$ cat src/design/lci_pkg.sv
// ----------------------------------------------------------------------------
// lci_pkg
// Shared types and constants of the linear Cartesian interpolator.
// ----------------------------------------------------------------------------
package lci_pkg;

    localparam int DIST_W = 33;
    localparam int TIME_W = 48;
    localparam int REG_W  = 32;
    localparam int IDX_W  = 2;
    localparam int STAT_W = 2;

    localparam logic [DIST_W-1:0] DIST_MAX = '1;
    localparam logic [TIME_W-1:0] TIME_MAX = '1;

    // register reset values
    localparam logic [REG_W-1:0] TOL_RST = 32'd66;
    localparam logic [REG_W-1:0] VEL_RST = 32'd6554;
    localparam logic [REG_W-1:0] PER_RST = 32'd655;

    typedef enum logic [IDX_W-1:0] {
        REG_TOL = 2'd0,
        REG_VEL = 2'd1,
        REG_PER = 2'd2
    } t_reg_idx;

    typedef enum logic [STAT_W-1:0] {
        ST_MOVE    = 2'd0,
        ST_RESTART = 2'd1,
        ST_REACHED = 2'd2,
        ST_CLAMP   = 2'd3
    } t_status;

    // datapath operations
    typedef enum logic [3:0] {
        OP_NONE,
        OP_LOAD,
        OP_RESTART,
        OP_HOLD,
        OP_MOVE,
        OP_ETA_INIT,
        OP_ETA_STEP,
        OP_SQUARE,
        OP_SQRT_STEP,
        OP_DIST_SAVE,
        OP_DIV_STEP,
        OP_TIME_SAVE,
        OP_LERP,
        OP_OUT
    } t_op;

    typedef struct packed {
        t_op        op;
        logic [1:0] axis;
    } t_cmd;

    typedef struct packed {
        logic restart;
        logic in_tol;
        logic eta_full;
        logic out_free;
    } t_stat;

endpackage

$ cat src/design/lci_ctrl.sv
// ----------------------------------------------------------------------------
// lci_ctrl
// Sequencer: steps the datapath through restart, hold or move for one beat.
// ----------------------------------------------------------------------------
module lci_ctrl #(
    parameter int COORD_WIDTH   = 32,
    parameter int FRACTION_BITS = 16
) (
    input  logic          i_clk,
    input  logic          i_rst_n,
    input  logic          i_in_valid,
    output logic          o_in_ready,
    input  lci_pkg::t_stat i_stat,
    output lci_pkg::t_cmd  o_cmd
);
    import lci_pkg::*;

    localparam int ROOT_W = COORD_WIDTH + 2;
    localparam int DIVD_W = DIST_W + FRACTION_BITS;
    localparam int CNT_N  = (ROOT_W > DIVD_W) ? ROOT_W : DIVD_W;
    localparam int CNT_W  = $clog2(CNT_N);

    typedef enum logic [9:0] {
        S_IDLE     = 10'b0000000001,
        S_DECIDE   = 10'b0000000010,
        S_ETA_INIT = 10'b0000000100,
        S_ETA      = 10'b0000001000,
        S_SQUARE   = 10'b0000010000,
        S_SQRT     = 10'b0000100000,
        S_DIST     = 10'b0001000000,
        S_DIV      = 10'b0010000000,
        S_TSAVE    = 10'b0100000000,
        S_OUT      = 10'b1000000000
    } t_state;

    t_state           r_state, n_state;
    logic [CNT_W-1:0] r_cnt, n_cnt;
    logic             r_restart, n_restart;
    logic             r_hold_q, n_hold_q;

    assign o_in_ready = (r_state == S_IDLE);

    // next state and command
    always_comb begin
        n_state   = r_state;
        n_cnt     = r_cnt;
        n_restart = r_restart;
        o_cmd.op   = OP_NONE;
        o_cmd.axis = 2'(2'd2 - r_cnt[1:0]);
        unique case (r_state)
            S_IDLE: begin
                if (i_in_valid) begin
                    o_cmd.op = OP_LOAD;
                    n_state  = S_DECIDE;
                end
            end
            S_DECIDE: begin
                n_restart = i_stat.restart;
                if (i_stat.restart) begin
                    o_cmd.op = OP_RESTART;
                    n_cnt    = CNT_W'(2);
                    n_state  = S_SQUARE;
                end else if (i_stat.in_tol) begin
                    o_cmd.op = OP_HOLD;
                    n_state  = S_OUT;
                end else begin
                    o_cmd.op = OP_MOVE;
                    n_state  = S_ETA_INIT;
                end
            end
            S_ETA_INIT: begin
                o_cmd.op = OP_ETA_INIT;
                if (i_stat.eta_full) begin
                    n_cnt   = CNT_W'(2);
                    n_state = S_SQUARE;
                end else begin
                    n_cnt   = CNT_W'(FRACTION_BITS - 1);
                    n_state = S_ETA;
                end
            end
            S_ETA: begin
                o_cmd.op = OP_ETA_STEP;
                n_cnt    = r_cnt - 1'b1;
                if (r_cnt == '0) begin
                    n_cnt   = CNT_W'(2);
                    n_state = S_SQUARE;
                end
            end
            S_SQUARE: begin
                o_cmd.op = OP_SQUARE;
                n_cnt    = r_cnt - 1'b1;
                if (r_cnt == '0) begin
                    n_cnt   = CNT_W'(ROOT_W - 1);
                    n_state = S_SQRT;
                end
            end
            S_SQRT: begin
                o_cmd.op = OP_SQRT_STEP;
                n_cnt    = r_cnt - 1'b1;
                if (r_cnt == '0) begin
                    n_state = S_DIST;
                end
            end
            S_DIST: begin
                o_cmd.op = OP_DIST_SAVE;
                if (r_restart) begin
                    n_cnt   = CNT_W'(DIVD_W - 1);
                    n_state = S_DIV;
                end else begin
                    n_cnt   = CNT_W'(2);
                    n_state = S_OUT;
                end
            end
            S_DIV: begin
                o_cmd.op = OP_DIV_STEP;
                n_cnt    = r_cnt - 1'b1;
                if (r_cnt == '0) begin
                    n_state = S_TSAVE;
                end
            end
            S_TSAVE: begin
                o_cmd.op = OP_TIME_SAVE;
                n_state  = S_OUT;
            end
            S_OUT: begin
                // moving beats run the three lerp steps here before handing off
                if (!r_restart && !r_hold_q && r_cnt <= CNT_W'(2)) begin
                    o_cmd.op = OP_LERP;
                    n_cnt    = (r_cnt == '0) ? CNT_W'(3) : r_cnt - 1'b1;
                end else if (i_stat.out_free) begin
                    o_cmd.op = OP_OUT;
                    n_state  = S_IDLE;
                end
            end
            default: n_state = S_IDLE;
        endcase
    end

    // hold beats skip the lerp steps
    always_comb begin
        n_hold_q = r_hold_q;
        if (r_state == S_DECIDE) begin
            n_hold_q = !i_stat.restart && i_stat.in_tol;
        end
    end

    always_ff @(posedge i_clk) begin
        if (!i_rst_n) begin
            r_state   <= S_IDLE;
            r_cnt     <= '0;
            r_restart <= 1'b0;
            r_hold_q  <= 1'b0;
        end else begin
            r_state   <= n_state;
            r_cnt     <= n_cnt;
            r_restart <= n_restart;
            r_hold_q  <= n_hold_q;
        end
    end

endmodule

$ cat config.mk
export PLATFORM = sky130hd
export DESIGN_NAME = lci_ctrl
export DESIGN_NICKNAME = d
export VERILOG_FILES = /design/src/design/lci_pkg.sv /design/src/design/lci_ctrl.sv
export SDC_FILE = /design/constraint.sdc
export NUM_CORES = 1
export LEC_CHECK = 0
export ABC_AREA = 1
export ABC_CLOCK_PERIOD_IN_PS = 3100
export BUFFER_PORTS_ARGS = -buffer_cell sky130_fd_sc_hd__buf_4
export CAP_MARGIN = 10
export CORE_ASPECT_RATIO = 0.6
export CORE_UTILIZATION = 40
export CTS_CLUSTER_SIZE = 25
export DETAILED_ROUTE_END_ITERATION = 12
export GPL_TIMING_DRIVEN = 0
export PLACE_DENSITY_LB_ADDON = 0.05
export SYNTH_ARGS = -nofsm -noshare
export SYNTH_HDL_FRONTEND = slang
export SYNTH_SLANG_ARGS = --single-unit
$ cat constraint.sdc
create_clock -name i_clk -period 3.1 [get_ports i_clk]
set_input_delay 0.465 -clock i_clk [delete_from_list [all_inputs] [get_ports i_clk]]
set_output_delay 0.465 -clock i_clk [all_outputs]
set_load 0.02 [all_outputs]
==> impl_results.md, run 1 <==
- Total Routed Length: between 4000 and 5000 um
- Cells on worst reg2reg path: 11
- Core Area: 3810 um^2
- Die area: 4400 um^2
- Sum Neg Setup Slack: 0 ns
- P&R area growth vs syn: 12.8%
- Cell mode on critical path: o21ai_0
- Unrepaired setup endpoints after global routing: false
- Worst hold path class: primary input to flip-flop
- Synth top cells by count: nand2_1 (76), nor2_1 (44), inv_1 (42)
- H-Tree Depth: 1
- Final min period: roughly 2.5 ns
- Vias in the first global route: 1536
- Async SR Flop Fraction: 0%
- Pwr Total: around 0.00068 W
- 1st-pass router iterations: 4
- CP max stage delay: between 0.3 and 0.4 ns
- Bufs on Longest Clock Path: 2
- WHS Path Cells: 2
- Routability cong.: approximately 0.88
- CP Data Arrival Time: approximately 2.0 ns
- Crit path cell chain: inv_1 -> ha_1 -> o21ai_0 -> nor2_1 -> o21ai_0 -> o2111ai_1 -> buf_4
- Slew Limit Fails: 0
- Layout cells sized above 1: between 20% and 30%
- Fmax: between 400 and 500 MHz
- Cell taking the most area after synthesis: dfxtp_1
- Mapped cell area: roughly 1700 um^2
- YS warnings: 0
- Dpl hpwl: 3770 um
- Antenna-violating nets left: 0
- Synth unique cells: 27
- RR Startpoint: r_cnt[0]
- CTS tree: yes
- Post-CTS sizing: 0
- Startpoint Class: flip-flop
- Most frequent cell after synthesis: nand2_1
- First DRT Iteration DRCs: roughly 140
- Flop2flop setup slack: ~1.1 ns
- DR WL/cell: 13.4 um
- Global-route wire length before repair: approximately 7800 um
- Boundary pin count: 14
- Synth Flop Type: dfxtp_1
- Die height: 51.8 um
- MaxCap Viol Count: 0
- Antenna violations before repair: 0
- Cts hold-fix bufs: 0
- CP max FO: 9
- Clk pin slew, worst setup/hold paths: 0.08 ns
- Yosys reg bits: 18
- Clk root buf: clkbuf_8
- CTS Buf Count: 3
- GRT Residual Overflow: 0
- Largest net degree at the start of global routing: 11
- Row Count: 17
- Sequential-to-total area share from yosys stat: 21.8%
- Hold EP: r_state[2]
- Slowest stage cell, crit path: dfxtp_1
- # setup viols final: 0
- Main area contributors after synthesis: dfxtp_1 (22%), nand2_1 (17%), nor2_1 (10%)
- Slew HR: 48.7%
- Reg2reg end: r_state[8]
- Syn Area/Cell: roughly 5.9 um^2
- Total Nets Final: just over 300
- Setup crit end kind: output port
- Tcrit/Tclk final: just under 80%
- # fillers: around 430
- Status: complete, no violations
- Hold wc startpoint: i_stat[2]
- Pwr/cell area: about 370 nW/um^2
- Vias per inst: slightly below 5
- Routed vias: between 1500 and 2000
- Post-synth EDFFs: 0
- Leakage: 0.997 nW
- Synthesized instance count: about 280
- Synthesized net count: ~290
- VDD IR max: 0.000196 V
- Worst clock skew: about 0.0064 ns
- Worst Setup Path Type: flip-flop to output port
- Starting density of the core: 43.4%
- Port Buffer Count: 13
- Yosys top cell area share: between 20% and 30%
- N_diodes: 0
- Post-CTS Setup Repair Bufs: 0
- Die Width: between 80 and 90 um
- Clk Latency, worst-skew pair: ~0.27 ns
- Final Hold Fails: 0
- Clock Sinks: 18
- Drc violations: 0
- Worst-margin pin slew: 0.770 ns
- Worst path required time: approximately 2.6 ns
- GR Util All Layers: between 20% and 30%
-- metal layers --
layer,vias up,routed length [um],GRT usage (%),part of all wire [%]
met3,5,423,5.40,9.2
met4,0,40,5.08,0.87
li1,893,-,-,-
met2,47,1520,31.3,33
met1,734,2590,37.8,57
met5,-,0,0,0
-- where the power goes --
part           total, W  switching [W]  internal (W)
clock network  0.000205      0.0000920      0.000113
logic          0.000223       0.000150     0.0000739
registers      0.000253      0.0000110      0.000242
-- critical path, delay by kind of cell (launching register included) --
| kind | cells | cell delay, ns |
|---|---|---|
| simple gates | 1 | 0.09 |
| flops | 1 | 0.36 |
| buf+inv | 2 | 0.34 |
| compound gates | 3 | 0.69 |
| fa+ha+maj | 1 | 0.24 |
-- placed cells by master (no fill, tap or decap), types with 3 or more instances in the layout --
cell / synthesis / layout
nand2_1: 76 / 76
nor2_1: 44 / 44
inv_1: 42 / 42
dfxtp_1: 18 / 18
nand3_1: 17 / 17
buf_4: 1 / 14
nand2_2: 9 / 9
inv_2: 8 / 8
nand4_1: 7 / 7
a21oi_2: 7 / 7
nor2_2: 6 / 6
o21ai_0: 6 / 6
nand3_2: 6 / 6
nand2_4: 5 / 5
nor2_4: 4 / 4
a21oi_1: 4 / 4
clkbuf_8: 0 / 4
nor3_1: 3 / 3
ha_1: 3 / 3
-- flip-flops by register name (all words and copies together) (netlist names) --
register,flops
r_cnt,6
r_restart,1
r_state,10
r_hold_q,1
-- worst max-delay path by stage --
| stage | endpoint | startpoint |
|---|---|---|
| detailed placement | o_cmd[4] | r_cnt[0] |
| CTS | o_cmd[4] | r_cnt[0] |
| floorplan | o_cmd[4] | r_cnt[0] |
| finish | o_cmd[4] | r_cnt[0] |
| global route | o_cmd[4] | r_cnt[0] |
| global placement | o_cmd[4] | r_cnt[0] |
-- stage by stage --
step	worst slack, ns	utilization [%]	std cells	hold WS, ns	cell area, um^2
global route	0.411	49.0	342	0.399	1870
detailed placement	0.919	47.6	338	0.460	1810
floorplan	1.20	-	278	0.445	1650
finish	0.638	49.0	342	0.405	1870
global placement	0.935	47.6	338	0.463	1810
CTS	0.603	49.0	342	0.386	1870
-- logic make-up (layout without fill, tap and decap cells) --
group,after synthesis,in the layout,synth area share (%)
xor+xnor,2,2,1.06
fa+ha+maj,3,3,2.27
compound gates,22,22,9.38
flops,18,18,21.8
simple gates,180,180,53.3
buf+inv,53,70,12.3
-- area by class of cell --
cell class / count / area [um^2] / area share, %
repair buffers: 13 / 97.6 / 5.23
well taps: 47 / 58.8 / 3.15
flip-flops and latches: 18 / 360 / 19.3
inverters: 51 / 191 / 10.3
plain buffers: 2 / 11.3 / 0.604
multi-input cells: 207 / 1090 / 58.5
clock buffers: 4 / 55.1 / 2.95
Power figures use the tool's default switching activity.
==> run 2, diff against run 1 <==
ABC_AREA = 0   (was 1)
ABC_CLOCK_PERIOD_IN_PS = 2400   (was 3100)
clock period = 2.4 ns   (was 3.1 ns; I/O delays follow)
==> run 2 against run 1 <==
The flow now finishes with violations (negative setup slack). Combinational power rose by 15%. Die area fell by 15%. Hold slack got worse by 0.12 ns. Routed wire length fell by 8.0%. Non-clock buffer count rose by 13. Worst setup slack got worse by 0.67 ns. Power rose by 24%. First-iteration DRC count fell by 19%. Sequential share of layout area rose by 1.5 points.
==> impl_results.md, run 2 <==
- Core Area: 3280 um^2 (was 3810 um^2)
- Antenna violations before repair: 1 (was 0)
- Sequential-to-total area share from yosys stat: 25.9% (was 21.8%)
- Final Hold Fails: 0 (unchanged)
- Violated checks: negative setup slack
- Row Count: 16 (was 17)
- Clk pin slew, worst setup/hold paths: 0.07 ns (was 0.08 ns)
- Synth top cells by count: nor2_1 (21), dfxtp_1 (18), o21ai_0 (10) (was nand2_1 (76), nor2_1 (44), inv_1 (42))
- VDD IR max: 0.000293 V (was 0.000196 V)
- Cell taking the most area after synthesis: dfxtp_1 (unchanged)
- N_diodes: 0 (unchanged)
- Syn Area/Cell: 7.70 um^2 (was 5.95 um^2)
- Worst Setup Path Type: flip-flop to output port (unchanged)
- Most frequent cell after synthesis: nor2_1 (was nand2_1)
- Starting density of the core: 42.5% (was 43.4%)
- Dpl hpwl: 2990 um (was 3770 um)
- Register share of total power: 38.7% (was 37.1%)
- Worst hold path class: primary input to flip-flop (unchanged)
- CP Data Arrival Time: 2.07 ns (was 2.00 ns)
- Most flop-heavy register: r_state (unchanged)
- Cells on worst reg2reg path: 7 (was 11)
- Worst clock skew: 0.00117 ns (was 0.00636 ns)
- Worst-margin pin slew: 0.443 ns (was 0.770 ns)
- Synth Flop Type: dfxtp_1 (unchanged)
- Die Width: 78.2 um (was 85.0 um)
- Post-layout util: 53.9% (was 49.0%)
- CTS tree: yes (unchanged)
- DR WL/cell: 17.1 um (was 13.4 um)
- CTS Buf Count: 3 (unchanged)
- Multi-input combinational cell area: 1050 um^2 (was 1090 um^2)
- Mapped cell area: 1390 um^2 (was 1650 um^2)
- Clock network power share: 30.9% (was 30.1%)
- Unrepaired setup endpoints after global routing: true (was false)
- Setup crit end kind: output port (unchanged)
- GR Util All Layers: 22.6% (was 23.8%)
- Fmax: between 400 and 500 MHz
- Sw power: 0.000286 W (was 0.000253 W)
- GRT Residual Overflow: 0 (unchanged)
- Total Routed Length: 4210 um (was 4580 um)
- Startpoint Class: flip-flop (unchanged)
- Comb power frac: 30.5% (was 32.8%)
- Internal power: 0.000557 W (was 0.000429 W)
- Hold Slack: 0.284 ns (was 0.405 ns)
- Die height: 47.7 um (was 51.8 um)
- Synthesized instance count: 181 (was 278)
- Vias per inst: 5.93 (was 4.91)
- Commonest non-fill, non-tap cell in the layout: buf_4 (was nand2_1)
- Cell area after layout: 1770 um^2 (was 1870 um^2)
- # fillers: 321 (was 427)
- Layout cells sized above 1: 31.8% (was 22.0%)
- # setup viols final: 1 (was 0)
- 1st-pass router iterations: 4 (unchanged)
- P&R area growth vs syn: 27.0% (was 12.8%)
- YS warnings: 0 (unchanged)
- Slew HR: 70.2% (was 48.7%)
- Boundary pin count: 14 (unchanged)
- Synthesized net count: 191 (was 288)
- Yosys top cell area share: 25.9% (was 21.8%)
- Drc violations: 0 (unchanged)
- MaxCap Viol Count: 0 (unchanged)
- Synth unique cells: 54 (was 27)
- First DRT Iteration DRCs: 112 (was 139)
- Final min period: around 2.4 ns
- Largest net degree at the start of global routing: 11 (unchanged)
- H-Tree Depth: 1 (unchanged)
- Area taken by flip-flops and latches: 369 um^2 (was 360 um^2)
- Post-synth EDFFs: 0 (unchanged)
- Clock Sinks: 18 (unchanged)
- Setup ws final: -0.0321 ns (was 0.638 ns)
- Switching share of total power: 33.9% (was 37.1%)
- Total Nets Final: 212 (was 306)
- Bufs on Longest Clock Path: 2 (unchanged)
- Global-route wire length before repair: 6290 um (was 7780 um)
- Port Buffer Count: 13 (unchanged)
- Placed Area: 1550 um^2 (was 1810 um^2)
- Async SR Flop Fraction: 0% (unchanged)
- Main area contributors after synthesis: dfxtp_1 (26%), nor2_1 (5.7%), o21ai_0 (3.6%) (was dfxtp_1 (22%), nand2_1 (17%), nor2_1 (10%))
- Commonest non-fill, non-tap cells in the layout: buf_4 (23), nor2_1 (20), dfxtp_1 (13), o21ai_0 (10) (was nand2_1 (76), nor2_1 (44), inv_1 (42), dfxtp_1 (18), nand3_1 (17))
- Slew Limit Fails: 0 (unchanged)
- Leakage: 0.735 nW (was 0.997 nW)
- Routability cong.: 0.867 (was 0.881)
- Antenna-violating nets left: 0 (unchanged)
- Pwr/cell area: 476 nW/um^2 (was 365 nW/um^2)
- Max reg flops: 10 (unchanged)
- Clk root buf: clkbuf_8 (unchanged)
- WHS Path Cells: 2 (unchanged)
- Die area: 3730 um^2 (was 4400 um^2)
- Routed vias: 1460 (was 1679)
- Clk Latency, worst-skew pair: 0.26 ns (was 0.27 ns)
- Worst path required time: 2.04 ns (was 2.63 ns)
- Status: finished, violations left (was complete, no violations)
- Largest regs: r_state (10), r_cnt (6) (unchanged)
- Tcrit/Tclk final: 101%
- Yosys reg bits: 18 (unchanged)
- Vias in the first global route: 1243 (was 1536)
- CP max FO: 6 (was 9)
-- run 2: final timing paths --
| kind | end | slack (ns) | startpoint |
|---|---|---|---|
| worst max register to register | r_cnt[4] | 0.07 | r_state[6] |
| worst max-delay path | o_cmd[2] | -0.03 | r_state[4] |
| worst min-delay path | r_state[2] | 0.28 | i_stat[2] |
| worst min register to register | r_hold_q | 0.46 | r_hold_q |
-- run 2: power groups by stage --
| stage | logic [W] | clock network, W | registers, W |
|---|---|---|---|
| 5_1_grt | 0.000278 | 0.000278 | 0.000328 |
| 4_1_cts | 0.000241 | 0.000266 | 0.000324 |
| 3_5_place_dp | 0.000219 | 0 | 0.000332 |
| 3_3_place_gp | 0.000217 | 0 | 0.000332 |
| 6_report | 0.000257 | 0.000260 | 0.000326 |
| 2_1_floorplan | 0.000152 | 0 | 0.000328 |
-- run 2: layout make-up --
cell class | count | area share [%]
Inverter | 8 | 1.70
Buffer | 4 | 1.41
Tap cell | 45 | 3.18
Timing Repair Buffer | 24 | 10.6
Sequential cell | 18 | 20.8
Multi-Input combinational cell | 143 | 59.2
Clock buffer | 4 | 3.11
-- run 2: cells by family (layout without fill, tap and decap cells) --
logic type	Yosys count	after routing	share of synthesized area, %
AOI/OAI and AO/OA	50	50	25.0
xor gates and xnor gates	8	8	5.03
adders and majority gates	3	3	2.69
buffers and inverters	20	40	6.91
and+or+nand+nor	82	82	34.6
DFF	18	18	25.9
-- run 2: metal layers --
metal | track usage [%] | part of all wire (%)
met1 | 32.5 | 52
met2 | 34.7 | 41
met3 | 6.10 | 6.3
met4 | 3.33 | 0.33
met5 | 0 | 0.31
-- run 2: worst max-delay path, cell delays in order, from the launching register on --
cell and delay, ns:
dfxtp_2 0.32, or4_4 0.59, or4_4 0.48, nor2_4 0.13, a21boi_2 0.06, nand3_1 0.10, buf_6 0.12
-- run 2: per-stage QoR --
stage / power (W) / setup TNS, ns / instances / worst slack, ns
5_1_grt: 0.000885 / -0.156 / 246 / -0.105
2_1_floorplan: 0.000480 / 0 / 181 / 0.0121
3_5_place_dp: 0.000550 / -0.621 / 239 / -0.133
3_3_place_gp: 0.000549 / -0.532 / 239 / -0.131
4_1_cts: 0.000831 / -0.156 / 242 / -0.0591
6_report: 0.000843 / -0.0321 / 246 / -0.0321
-- run 2: repair_timing --
action	4_1_cts	5_1_grt
endpoints found under the setup margin	10	11
hold endpoints to repair	0	0
resized for setup	14	19
setup buffers	7	5
pin swaps	5	7
hold buffers	0	0
==> run 3, diff against run 2 <==
ABC_CLOCK_PERIOD_IN_PS = 2100   (was 2400)
clock period = 2.1 ns   (was 2.4 ns; I/O delays follow)
==> run 3 against run 2 <==
The run still ends with negative setup slack left. Sequential cell count stayed put. Count of clock-buffer cells in the layout is 1 lower. Sequential power is 14% higher. Largest cell class unchanged. Utilization is 3.5 points higher. Power is 10% higher.
==> impl_results.md, run 3 (same netlist as run 2, synthesis figures left out) <==
- Dpl hpwl: 3070 um (was 2990 um)
- Setup ws final: -0.268 ns (was -0.0321 ns)
- Leakage: 0.790 nW (was 0.735 nW)
- Vias in the first global route: 1207 (was 1243)
- Worst Setup Path Type: flip-flop to output port (unchanged)
- Area taken by flip-flops and latches: 370 um^2 (was 369 um^2)
- Final min period: approximately 2.4 ns
- Hold Slack: 0.251 ns (was 0.284 ns)
- Routed vias: 1481 (was 1460)
- Boundary pin count: 14 (unchanged)
- GRT Residual Overflow: 0 (unchanged)
- # setup viols final: 17 (was 1)
- Fmax: ~420 MHz
- Pwr Total: 0.000928 W (was 0.000843 W)
- # fillers: 311 (was 321)
- Status: finished, violations left (unchanged)
- Critical path origin: r_state[6] (was r_state[4])
- Cell area after layout: 1880 um^2 (was 1770 um^2)
- GR Util All Layers: 23.0% (was 22.6%)
- Antenna-violating nets left: 0 (unchanged)
- Row Count: 16 (unchanged)
- Cts hold-fix bufs: 0 (unchanged)
- Worst-margin pin slew: 0.467 ns (was 0.443 ns)
- Commonest non-fill, non-tap cell in the layout: buf_4 (unchanged)
- Port Buffer Count: 13 (unchanged)
- Post-layout util: 57.4% (was 53.9%)
- N_diodes: 0 (unchanged)
- Worst path required time: 1.78 ns (was 2.04 ns)
- RR Startpoint: r_state[6] (unchanged)
- CP max FO: 6 (unchanged)
- Slew Limit Fails: 0 (unchanged)
- Most flop-heavy register: r_state (unchanged)
- Final Hold Fails: 0 (unchanged)
- Layout cells sized above 1: 37.6% (was 31.8%)
- First DRT Iteration DRCs: 136 (was 112)
- Pwr/cell area: 492 nW/um^2 (was 476 nW/um^2)
- Clock Sinks: 18 (unchanged)
- Routability cong.: 0.875 (was 0.867)
- DR WL/cell: 17.1 um (about the same)
- Die height: 47.7 um (unchanged)
- Violated checks: negative setup slack (unchanged)
- Placed Area: 1590 um^2 (was 1550 um^2)
- Worst clock skew: 0.00318 ns (was 0.00117 ns)
- P&R area growth vs syn: 35.2% (was 27.0%)
- Clk Latency, worst-skew pair: 0.26 ns (about the same)
- Die Width: 78.2 um (unchanged)
- Vias per inst: 5.92 (was 5.93)
- Largest net degree at the start of global routing: 11 (unchanged)
- CTS tree: yes (unchanged)
- Placed instance count: 239 (unchanged)
- Total Nets Final: 217 (was 212)
- 1st-pass router iterations: 4 (unchanged)
- Clk root buf: clkbuf_8 (unchanged)
- Tcrit/Tclk final: 113%
- Slew HR: 68.6% (was 70.2%)
- Bufs on Longest Clock Path: 2 (unchanged)
- Commonest non-fill, non-tap cells in the layout: buf_4 (25), nor2_1 (20), dfxtp_1 (12), a21oi_1 (9) (was buf_4 (23), nor2_1 (20), dfxtp_1 (13), o21ai_0 (10))
- Antenna violations before repair: 0 (was 1)
- Startpoint Class: flip-flop (unchanged)
- H-Tree Depth: 1 (unchanged)
- Core Area: 3280 um^2 (unchanged)
- Setup crit end kind: output port (unchanged)
- Die area: 3730 um^2 (unchanged)
- Worst hold path class: primary input to flip-flop (unchanged)
- Unrepaired setup endpoints after global routing: true (unchanged)
- Total Routed Length: 4270 um (was 4210 um)
- Largest regs: r_state (10), r_cnt (6) (unchanged)
- Multi-input combinational cell area: 1110 um^2 (was 1050 um^2)
- Max reg flops: 10 (unchanged)
- Drc violations: 0 (unchanged)
- VDD IR max: 0.000213 V (was 0.000293 V)
- MaxCap Viol Count: 0 (unchanged)
- Hold wc startpoint: i_stat[2] (unchanged)
- Global-route wire length before repair: 6240 um (was 6290 um)
- Clk pin slew, worst setup/hold paths: 0.07 ns (about the same)
- Starting density of the core: 42.5% (unchanged)
- CTS Buf Count: 3 (unchanged)
- CP Data Arrival Time: 2.05 ns (was 2.07 ns)
- Cell Count, Final, Fillers Out: 250 (was 246)
run 3: critical path, stage by stage, from the launching register on:
cell,delay [ns]
dfxtp_4,0.35
buf_4,0.14
buf_8,0.13
or4b_4,0.57
nor3_4,0.23
nor2_1,0.11
o2111ai_2,0.10
buf_4,0.17
run 3: stage by stage:
step / TNS [ns] / worst slack, ns
2_1_floorplan: -0.230 / -0.0828
3_3_place_gp: -4.50 / -0.391
3_5_place_dp: -4.29 / -0.366
4_1_cts: -1.43 / -0.334
5_1_grt: -3.17 / -0.320
6_report: -2.12 / -0.268
run 3: where the power goes:
group,switching [W],internal (W),total [W],leakage [nW]
clock network,0.000121,0.000128,0.000249,0.0216
logic,0.000179,0.000128,0.000307,0.620
registers,0.0000178,0.000355,0.000372,0.149
total,0.000318,0.000610,0.000928,0.790
run 3: per-layer routing:
metal,GRT usage (%),routed length [um]
met3,7.05,396
met4,5.19,54
met5,0,0
met2,32.1,1750
met1,34.0,2060
run 3: timing repair:
item | in CTS | in global routing
endpoints found under the hold margin | 0 | 0
setup endpoints to repair | 20 | 16
pin swaps | 2 | 11
gates resized for setup | 29 | 19
buffers inserted | 5 | 11
run 3: worst paths after layout:
path                                    to  cells past startpoint  slack [ns]
worst min register to register    r_hold_q                      2        0.47
worst min-delay path            r_state[2]                      2        0.25
worst max-delay path              o_cmd[3]                      7       -0.27
worst max register to register    r_cnt[4]                      8       -0.15
run 3: final cells by class:
cell class / count / area share (%)
inverters: 8 / 1.59
repair buffers: 29 / 13.2
flip-flops and latches: 18 / 19.7
multi-input cells: 143 / 59.0
plain buffers: 4 / 1.33
well taps: 45 / 2.99
clock buffers: 3 / 2.19
